`config.mk`:
```
export PLATFORM = sky130hd
export DESIGN_NAME = sorted_key_table
export DESIGN_NICKNAME = d
export VERILOG_FILES = /design/src/hw/rtl/skt_pkg.sv /design/src/hw/rtl/sorted_key_table.sv /design/src/hw/rtl/skt_ram.sv
export SDC_FILE = /design/constraint.sdc
export NUM_CORES = 1
export LEC_CHECK = 0
export BUFFER_PORTS_ARGS = -buffer_cell sky130_fd_sc_hd__buf_2
export CAP_MARGIN = 20
export CORE_ASPECT_RATIO = 0.8
export CORE_MARGIN = 2
export CORE_UTILIZATION = 62
export DETAILED_ROUTE_END_ITERATION = 10
export PLACE_DENSITY_LB_ADDON = 0.05
export SLEW_MARGIN = 25
export SYNTH_ARGS = -nofsm -noshare
export SYNTH_HDL_FRONTEND = slang
export SYNTH_SLANG_ARGS = --single-unit
```
`constraint.sdc`:
```
create_clock -name clk -period 7.6 [get_ports clk]
set_clock_uncertainty 0.05 [all_clocks]
set_input_delay 0.38 -clock clk [delete_from_list [all_inputs] [get_ports clk]]
set_output_delay 0.38 -clock clk [all_outputs]
set_load 0.01 [all_outputs]
```
`src/hw/rtl/skt_pkg.sv`:
```
package skt_pkg;

  localparam int TABLE_DEPTH_DEFAULT = 16;

  localparam int MODE_W = 2;
  localparam int KEY_W  = 16;
  localparam int HND_W  = 8;
  localparam int POS_W  = 4;
  localparam int STAT_W = 2;
  localparam int CNT_W  = 5;

  localparam logic [MODE_W-1:0] MODE_INSERT = 2'd0;
  localparam logic [MODE_W-1:0] MODE_REMOVE = 2'd1;
  localparam logic [MODE_W-1:0] MODE_SEARCH = 2'd2;

  typedef enum logic [STAT_W-1:0] {
    ST_OK        = 2'd0,
    ST_FULL      = 2'd1,
    ST_BAD_POS   = 2'd2,
    ST_NOT_FOUND = 2'd3
  } status_t;

  typedef struct packed {
    logic [KEY_W-1:0] key;
    logic [HND_W-1:0] handle;
  } entry_t;

endpackage

```
`src/hw/rtl/sorted_key_table.sv`:
```
// channel   signals                                         handshake
// ops in    mode, entry_key, record_handle, position        start && !busy
// result    status, found_position, found_handle,           done, one cycle,
//           entry_count                                     no stall
//
// insert: entries above the new key move up one slot each cycle, then the new
//   entry is written; remove: entries above the position move down one slot
//   each cycle; search: reads upward from slot 0 and stops at the first match,
//   or after the last entry when absent; rejected operations are answered
//   from idle without a scan
// every step is bounded by the single read and single write port of the table ram
// synchronous reset empties the table at once; stored entries are not cleared
module sorted_key_table #(
  parameter int TABLE_DEPTH = skt_pkg::TABLE_DEPTH_DEFAULT
) (
  input  logic                        clk,
  input  logic                        rst,
  input  logic                        start,
  output logic                        busy,
  input  logic [skt_pkg::MODE_W-1:0]  mode,
  input  logic [skt_pkg::KEY_W-1:0]   entry_key,
  input  logic [skt_pkg::HND_W-1:0]   record_handle,
  input  logic [skt_pkg::POS_W-1:0]   position,
  output logic                        done,
  output logic [skt_pkg::STAT_W-1:0]  status,
  output logic [skt_pkg::POS_W-1:0]   found_position,
  output logic [skt_pkg::HND_W-1:0]   found_handle,
  output logic [skt_pkg::CNT_W-1:0]   entry_count
);

  import skt_pkg::*;

  localparam int AW   = $clog2(TABLE_DEPTH);
  localparam int CW   = $clog2(TABLE_DEPTH + 1);
  localparam int CMPW = (CW > POS_W) ? CW : POS_W;

  typedef enum logic [1:0] {
    S_IDLE,
    S_SCAN,
    S_PLACE
  } state_t;

  state_t               state;
  logic [MODE_W-1:0]    op;
  logic [KEY_W-1:0]     key_r;
  logic [HND_W-1:0]     hnd_r;
  logic [AW-1:0]        pos_r;
  logic [AW-1:0]        rd_idx;
  logic [AW-1:0]        slot;
  logic [CW-1:0]        count;

  logic                 ram_we;
  logic [AW-1:0]        ram_waddr;
  entry_t               ram_wdata;
  logic [AW-1:0]        ram_raddr;
  entry_t               rd_data;

  logic                 accept;
  logic                 is_full;
  logic                 pos_bad;
  logic                 at_last;
  logic                 at_pos;
  logic [AW-1:0]        top_idx;

  assign accept  = start && (state == S_IDLE);
  assign busy    = (state != S_IDLE);
  assign is_full = (count == CW'(TABLE_DEPTH));
  assign pos_bad = (CMPW'(position) >= CMPW'(count));
  assign top_idx = AW'(count - CW'(1));
  assign at_last = (rd_idx == top_idx);
  assign at_pos  = (rd_idx == pos_r);

  skt_ram #(
    .WIDTH ($bits(entry_t)),
    .DEPTH (TABLE_DEPTH)
  ) u_table (
    .clk   (clk),
    .we    (ram_we),
    .waddr (ram_waddr),
    .wdata (ram_wdata),
    .raddr (ram_raddr),
    .rdata (rd_data)
  );

  // during a scan the read address runs two entries ahead of the write address, so read and write never hit one entry
  always_comb begin
    ram_we    = 1'b0;
    ram_waddr = slot;
    ram_wdata = rd_data;
    ram_raddr = rd_idx;
    unique case (state)
      S_IDLE: begin
        if (mode == MODE_INSERT) begin
          ram_raddr = top_idx;
        end else if (mode == MODE_REMOVE) begin
          ram_raddr = AW'(position);
        end else begin
          ram_raddr = '0;
        end
      end
      S_SCAN: begin
        if (op == MODE_INSERT) begin
          ram_raddr = rd_idx - AW'(1);
          if (rd_data.key > key_r) begin
            ram_we    = 1'b1;
            ram_waddr = rd_idx + AW'(1);
          end
        end else if (op == MODE_REMOVE) begin
          ram_raddr = rd_idx + AW'(1);
          if (!at_pos) begin
            ram_we    = 1'b1;
            ram_waddr = rd_idx - AW'(1);
          end
        end else begin
          ram_raddr = rd_idx + AW'(1);
        end
      end
      S_PLACE: begin
        ram_we           = 1'b1;
        ram_waddr        = slot;
        ram_wdata.key    = key_r;
        ram_wdata.handle = hnd_r;
      end
      default: begin
        ram_we = 1'b0;
      end
    endcase
  end

  always_ff @(posedge clk) begin
    if (rst) begin
      state <= S_IDLE;
      count <= '0;
      done  <= 1'b0;
    end else begin
      done <= 1'b0;
      unique case (state)
        S_IDLE: begin
          if (accept) begin
            op    <= mode;
            key_r <= entry_key;
            hnd_r <= record_handle;
            pos_r <= AW'(position);
            if (mode == MODE_INSERT) begin
              if (is_full) begin
                done           <= 1'b1;
                status         <= ST_FULL;
                found_position <= '0;
                found_handle   <= '0;
                entry_count    <= CNT_W'(count);
              end else if (count == '0) begin
                slot  <= '0;
                state <= S_PLACE;
              end else begin
                rd_idx <= top_idx;
                state  <= S_SCAN;
              end
            end else if (mode == MODE_REMOVE && !pos_bad) begin
              rd_idx <= AW'(position);
              state  <= S_SCAN;
            end else if (mode == MODE_SEARCH && count != '0) begin
              rd_idx <= '0;
              state  <= S_SCAN;
            end else begin
              done           <= 1'b1;
              status         <= (mode == MODE_SEARCH) ? ST_NOT_FOUND : ST_BAD_POS;
              found_position <= '0;
              found_handle   <= '0;
              entry_count    <= CNT_W'(count);
            end
          end
        end
        S_SCAN: begin
          if (op == MODE_INSERT) begin
            if (rd_data.key > key_r) begin
              if (rd_idx == '0) begin
                slot  <= '0;
                state <= S_PLACE;
              end else begin
                rd_idx <= rd_idx - AW'(1);
              end
            end else begin
              slot  <= rd_idx + AW'(1);
              state <= S_PLACE;
            end
          end else if (op == MODE_REMOVE) begin
            if (at_pos) begin
              hnd_r <= rd_data.handle;
            end
            if (at_last) begin
              done           <= 1'b1;
              status         <= ST_OK;
              found_position <= POS_W'(pos_r);
              found_handle   <= at_pos ? rd_data.handle : hnd_r;
              entry_count    <= CNT_W'(count - CW'(1));
              count          <= count - CW'(1);
              state          <= S_IDLE;
            end else begin
              rd_idx <= rd_idx + AW'(1);
            end
          end else begin
            if (rd_data.key == key_r) begin
              done           <= 1'b1;
              status         <= ST_OK;
              found_position <= POS_W'(rd_idx);
              found_handle   <= rd_data.handle;
              entry_count    <= CNT_W'(count);
              state          <= S_IDLE;
            end else if (at_last) begin
              done           <= 1'b1;
              status         <= ST_NOT_FOUND;
              found_position <= '0;
              found_handle   <= '0;
              entry_count    <= CNT_W'(count);
              state          <= S_IDLE;
            end else begin
              rd_idx <= rd_idx + AW'(1);
            end
          end
        end
        S_PLACE: begin
          done           <= 1'b1;
          status         <= ST_OK;
          found_position <= POS_W'(slot);
          found_handle   <= hnd_r;
          entry_count    <= CNT_W'(count + CW'(1));
          count          <= count + CW'(1);
          state          <= S_IDLE;
        end
        default: begin
          state <= S_IDLE;
        end
      endcase
    end
  end

`ifndef NO_ASSERTIONS
  a_count_range: assert property (@(posedge clk) disable iff (rst)
    count <= CW'(TABLE_DEPTH))
    else $error("entry count beyond table depth");

  a_accept_progress: assert property (@(posedge clk) disable iff (rst)
    accept |=> busy || done)
    else $error("accepted word neither in progress nor answered");

  a_full_report: assert property (@(posedge clk) disable iff (rst)
    done && status == ST_FULL |-> count == CW'(TABLE_DEPTH))
    else $error("full reported with room left");

  a_place_room: assert property (@(posedge clk) disable iff (rst)
    state == S_PLACE |-> count < CW'(TABLE_DEPTH) && CW'(slot) <= count)
    else $error("placing entry outside the table");

  a_remove_window: assert property (@(posedge clk) disable iff (rst)
    state == S_SCAN && op == MODE_REMOVE |-> rd_idx >= pos_r && CW'(rd_idx) < count)
    else $error("remove scan outside its window");
`endif

endmodule

```
`src/hw/rtl/skt_ram.sv`:
```
module skt_ram #(
  parameter int WIDTH = 8,
  parameter int DEPTH = 16
) (
  input  logic                     clk,
  input  logic                     we,
  input  logic [$clog2(DEPTH)-1:0] waddr,
  input  logic [WIDTH-1:0]         wdata,
  input  logic [$clog2(DEPTH)-1:0] raddr,
  output logic [WIDTH-1:0]         rdata
);

  logic [WIDTH-1:0] mem [DEPTH];

  always_ff @(posedge clk) begin
    if (we) begin
      mem[waddr] <= wdata;
    end
    rdata <= mem[raddr];
  end

endmodule
```
After elaboration in Yosys (flattened, before gate mapping)
Memories as Yosys holds them, arrays and structs flattened. A register that Yosys moved wholly into a read port is not among the register bits. Index checks and enable logic that the tools add are counted.

Register bits: 65. Latch bits: 0. Memory bits (writable): 384. ROM bits: 0. Input bits: 33. Output and inout bits: 21. Logic and storage cells: 186. Memories kept: 1.

Memory list: u_table.mem (words 16, width 24, read ports 1, clocked after memory_dff 1, wr ports 1, line skt_ram.sv:13) `logic [WIDTH-1:0] mem [DEPTH];`.

Add/sub/neg operators: 4. Multipliers: 0. Div/mod/pow operators: 0. Magnitude comparators: 2. Equality and inequality tests: 30. Shifts and indexed selects: 0. Muxes and demuxes: 114. Bitwise gates (word level): 1. Reductions and logical operators: 21.

Operators with widths (number): two-way mux 4 bit (37); two-way mux 8 bit (14); two-way mux 5 bit (12); two-way mux 2 bit (22); inequality test 3 bit (second input constant) (10); two-way mux 24 bit (1); case mux 4 bit (2 select lines) (3); case mux 8 bit (3 select lines) (1); AND reduction 9 bit (2); equality test 16 bit (1); > comparator 16 bit (1); two-way mux 1 bit (16); case mux 8 bit (2 select lines) (1); case mux 5 bit (3 select lines) (1); inequality test 2 bit (second input constant) (6); case mux 4 bit (3 select lines) (1); case mux 5 bit (2 select lines) (1); equality test 4 bit (2); inequality test 4 bit (second input constant) (2); AND reduction 4 bit (2); AND reduction 8 bit (1); equality test 2 x 1 -> 1 bit (second input constant) (3); logical NOT 2 bit (3); case mux 2 bit (3 select lines) (1); 22 further kinds (28).

Logic depth before layout (Yosys ltp)
Word-level depth: 7. Mapped depth: 13. Mapped depth without buffers: 9.

Modules after synthesis
A second synthesis with hierarchy kept.

Cells, all modules: 1090. Area total of the unflattened synthesis: 19439.9 um^2.

By module, submodules not included: skt_ram (times used 1, cells each 636, area an instance 14930.6 um^2, sequential area each 12011.5 um^2); sorted_key_table (times used 1, cells each 454, area an instance 4509.3 um^2, sequential area each 1871.8 um^2).

Least setup slack after synthesis
OpenSTA, ideal clock, no wires.

Kind: reg2reg. Start point: reg count[1]. End point: reg entry_count[0] (netlist bit) (enable). Setup time: 499 ps. Data arrival time: 4911 ps. Required time: 7051 ps. Slack: 2140 ps. Cell stages (with the launch flop): 11. Buffers on the path: 1. Period minus slack after synthesis: 5460 ps. Path through: dfxtp_1 clkbuf_1 inv_1 ha_1 xnor2_1 xnor2_1 nor4_1 a21oi_1 nor2_1 nor2_1 a2111oi_0.

Cells in the longest elaborated chain, start to end: 5. Elaborated cells on any way between the ends: 14. Those cells by class: 1 x add/sub; 1 x order compare; 7 x eq/ne; 5 x reduce/logical.

RTL lines: start: declaration (line sorted_key_table.sv:50) `logic [CW-1:0] count;`; start signal: assignment (line sorted_key_table.sv:196) `count <= count - CW'(1);`; start signal: assignment (line sorted_key_table.sv:227) `count <= count + CW'(1);`; branches (longest 4 deep; another with subtractor 5 x 1 -> 5 bit); AND reduction 9 bit (no source line) *; end signal: assignment (line sorted_key_table.sv:150) `entry_count <= CNT_W'(count);`; end signal: assignment (line sorted_key_table.sv:169) `entry_count <= CNT_W'(count);`; end signal: assignment (line sorted_key_table.sv:195) `entry_count <= CNT_W'(count - CW'(1));`; end: declaration (line sorted_key_table.sv:28) `output logic [skt_pkg::CNT_W-1:0] entry_count`.

Mark *: on every way between the ends. A chain may end at the register's enable or synchronous reset.

Worst setup path after layout
Start point: reg key_r[7]. End point: mem u_table.mem[6][9] (netlist bit) (enable).

Cells in the longest elaborated chain, start to end: 6. Elaborated cells on any way between the ends: 9. Those cells by class: 1 x order compare; 8 x mux.

RTL lines: start: declaration (line sorted_key_table.sv:45) `logic [KEY_W-1:0] key_r;`; start signal: assignment (line sorted_key_table.sv:141) `key_r <= entry_key;`; > comparator 16 bit * (line sorted_key_table.sv:104) `if (rd_data.key > key_r) begin`; two-way mux 1 bit (line sorted_key_table.sv:104); two-way mux 1 bit (line sorted_key_table.sv:102) `if (op == MODE_INSERT) begin`; case mux 1 bit (2 select lines) (line sorted_key_table.sv:91) `unique case (state)`; two-way mux 1 bit (line skt_ram.sv:16) `if (we) begin`; two-way mux 1 bit (implied by the code) (line skt_ram.sv:17) `mem[waddr] <= wdata;`; end: declaration (line skt_ram.sv:13).

Mark *: on every way between the ends. The rest lies on a longest branch, timed or not.

==> metrics.txt <==
status finished, final reports clean; vias post-DR between 10,000 and 15,000; # DRC 0; leakage 7.736 nW; CTS tree done; Clock Tree Root clkbuf_16; fin cells 2,042; Achievable Freq roughly 220 MHz; Core ar. 32,330 um^2; Mean Syn Cell Area between 10 and 15 um^2; io pins 54; Fillers between 2,000 and 2,500; vias in the first global route approximately 13,000; Top FF cell, synth edfxtp_1; fraction of layout instances using a drive strength above 1 between 10% and 20%; cts bufs inserted 45; post-route setup TNS 0 ps; H-tree lvl count 2; max-slew violations 0; ys async rst share 0%; commonest cells after routing, fill and taps aside 441 x edfxtp_1, 227 x nand2_1, 121 x a211oi_1; Multi-input gate area 5979 um^2; hold-critical path depth 1; largest net degree at the start of global routing approximately 190; leftover overflow at the end of global routing 0; Layout Nets ~1,600; # setup viols final 0; Cell variety after synth between 60 and 70; post-CTS setup repair buffer count 0; diode count 0; first-pass GRT wire length roughly 76 mm; CTS Buffer Depth 3; Hold Worst Slack about 26 ps; setup ws final between 3000 and 4000 ps; total wire length 50.65 mm; starting density of the core 62.58%; die height ~170 um; row count around 60; top post-synthesis cells by area edfxtp_1 65%, a211oi_1 4.5%, nand2_1 4.2%, dfxtp_1 3.2%, and3_1 3.1%; routability cong. between 0.8 and 0.9; Tmin final approximately 4400 ps; Initial DRC Count around 1,700; Resized Gates After CTS 0; Layout Utilization ~70%; total power divided by cell area 327.2 nW/um^2; Max IR drop VDD roughly 0.23 mV; max cap viols 0; Chip Width about 210 um; Final Hold Fails 0; cell taking the most area after synthesis edfxtp_1; CTS clk-pin slew, worst paths 60 ps; placed cell count between 1,500 and 2,000; Worst-Margin Slew 1119 ps; final period utilization slightly below 60%; YS warnings 0; Routed Antenna Nets 0; latest clock arrival within the worst-skew pair roughly 550 ps; CP startpoint kind flip-flop; FF/Latch Area about 14,000 um^2; Cells after Synth 1,536; Seq/Total Area, Yosys about two thirds; initial antenna violation count 0; relative slew slack roughly a quarter; I/O Buffers 53; post-DR vias/cell between 6 and 7; Clock Sinks ~470; area share of the largest cell type after synthesis 65.45%; synthesized flop and latch total 473; DP Worst Slack between 3000 and 4000 ps; Total GRT Usage 30.02%; syn_nets roughly 1,600; worst endpoint required time 7760 ps; die area approximately 34,000 um^2; Worst Path Arrival 4610 ps; DP Wirelength between 20 and 30 mm; leading cell type in the layout, fill and taps excluded edfxtp_1; min-delay worst type in2reg; RSZ-0062 raised after global routing no; Post-synth EDFFs approximately 440; CP max FO 17; r2r worst-path depth 10; area grow syn2layout 12.57%; wire per inst about 25 um; CP endpoint kind flip-flop; Post-Syn Area just over 20,000 um^2; Pre-antenna DRT Iters 5; critical path class reg2reg
registers in the layout (all words and copies together), names as in the netlist, 5 cells and up:
register,cells
count,5
entry_count,5
found_handle,8
hnd_r,8
key_r,16
u_table.mem,384
u_table.rdata,24
routing by layer:
metal / vias to the layer above / routed length [um] / GRT usage [%]
met5: - / 0 / 0
met4: 0 / 1328 / 9.545
met3: 93 / 4231 / 4.239
met2: 615 / 22750 / 44.66
met1: 6583 / 22340 / 46.10
li1: 6030 / - / -
power by group:
part           switching, mW  internal [mW]  total, mW
Clock                  0.941           1.33       2.27
Combinational           1.29          0.521       1.81
Sequential            0.0781           3.30       3.37
timing repair:
item                                   in CTS  in global routing
setup endpoints to repair                   0                  0
endpoints found under the hold margin      16                  0
hold buffers                               16                  0
synth_stat cells, drive strengths merged (12+ instances only):
cell type  instances
a211oi           121
edfxtp           441
a22oi             14
inv               32
nor2              39
mux2              25
nor4              21
nor2b             12
buf               20
a21oi             86
dfxtp             32
clkbuf            93
ha                29
and3             100
nand2            228
a311oi            48
a31oi             53
o21ai             27
xnor2             12
stage by stage:
stage	power (mW)	area, um^2
after floorplan	4.615	20230
after global placement	5.162	21090
after detailed placement	5.202	21100
after CTS	7.454	22770
after global routing	7.744	22780
final	7.453	22780
kinds of logic after synthesis:
family	Yosys count	synth area share, %
buffers and inverters	145	2.801
muxes	33	1.787
xor gates and xnor gates	18	0.8472
adders and majority gates	29	1.793
and+or+nand+nor	448	10.79
DFF	473	68.62
AOI/OAI and AO/OA	390	13.36
worst paths after layout:
kind,startpoint,endpoint,slack [ps]
max,key_r[7],u_table.mem[6][9],3150
min,position[3],pos_r[3],30
max reg2reg,key_r[7],u_table.mem[6][9],3150
min reg2reg,count[4],count[4],500
worst max-delay path, cell delays in order, from the launching register on:
cell and delay [ps]:
edfxtp_1 340, inv_1 50, ha_1 320, a21oi_1 150, o21ai_1 140, a221o_1 450
nor3_2 440, nor2_1 190, o311a_4 480, nor4_4 990, buf_4 490
final cells by class:
cell class | count | area share [%]
Clock buffer | 61 | 5.658
Clock inverter | 22 | 0.9668
Inverter | 32 | 0.5274
Multi-Input combinational cell | 918 | 26.25
Sequential cell | 473 | 60.95
Tap cell | 427 | 2.346
Timing Repair Buffer | 109 | 3.296
Power figures use the tool's default switching activity.
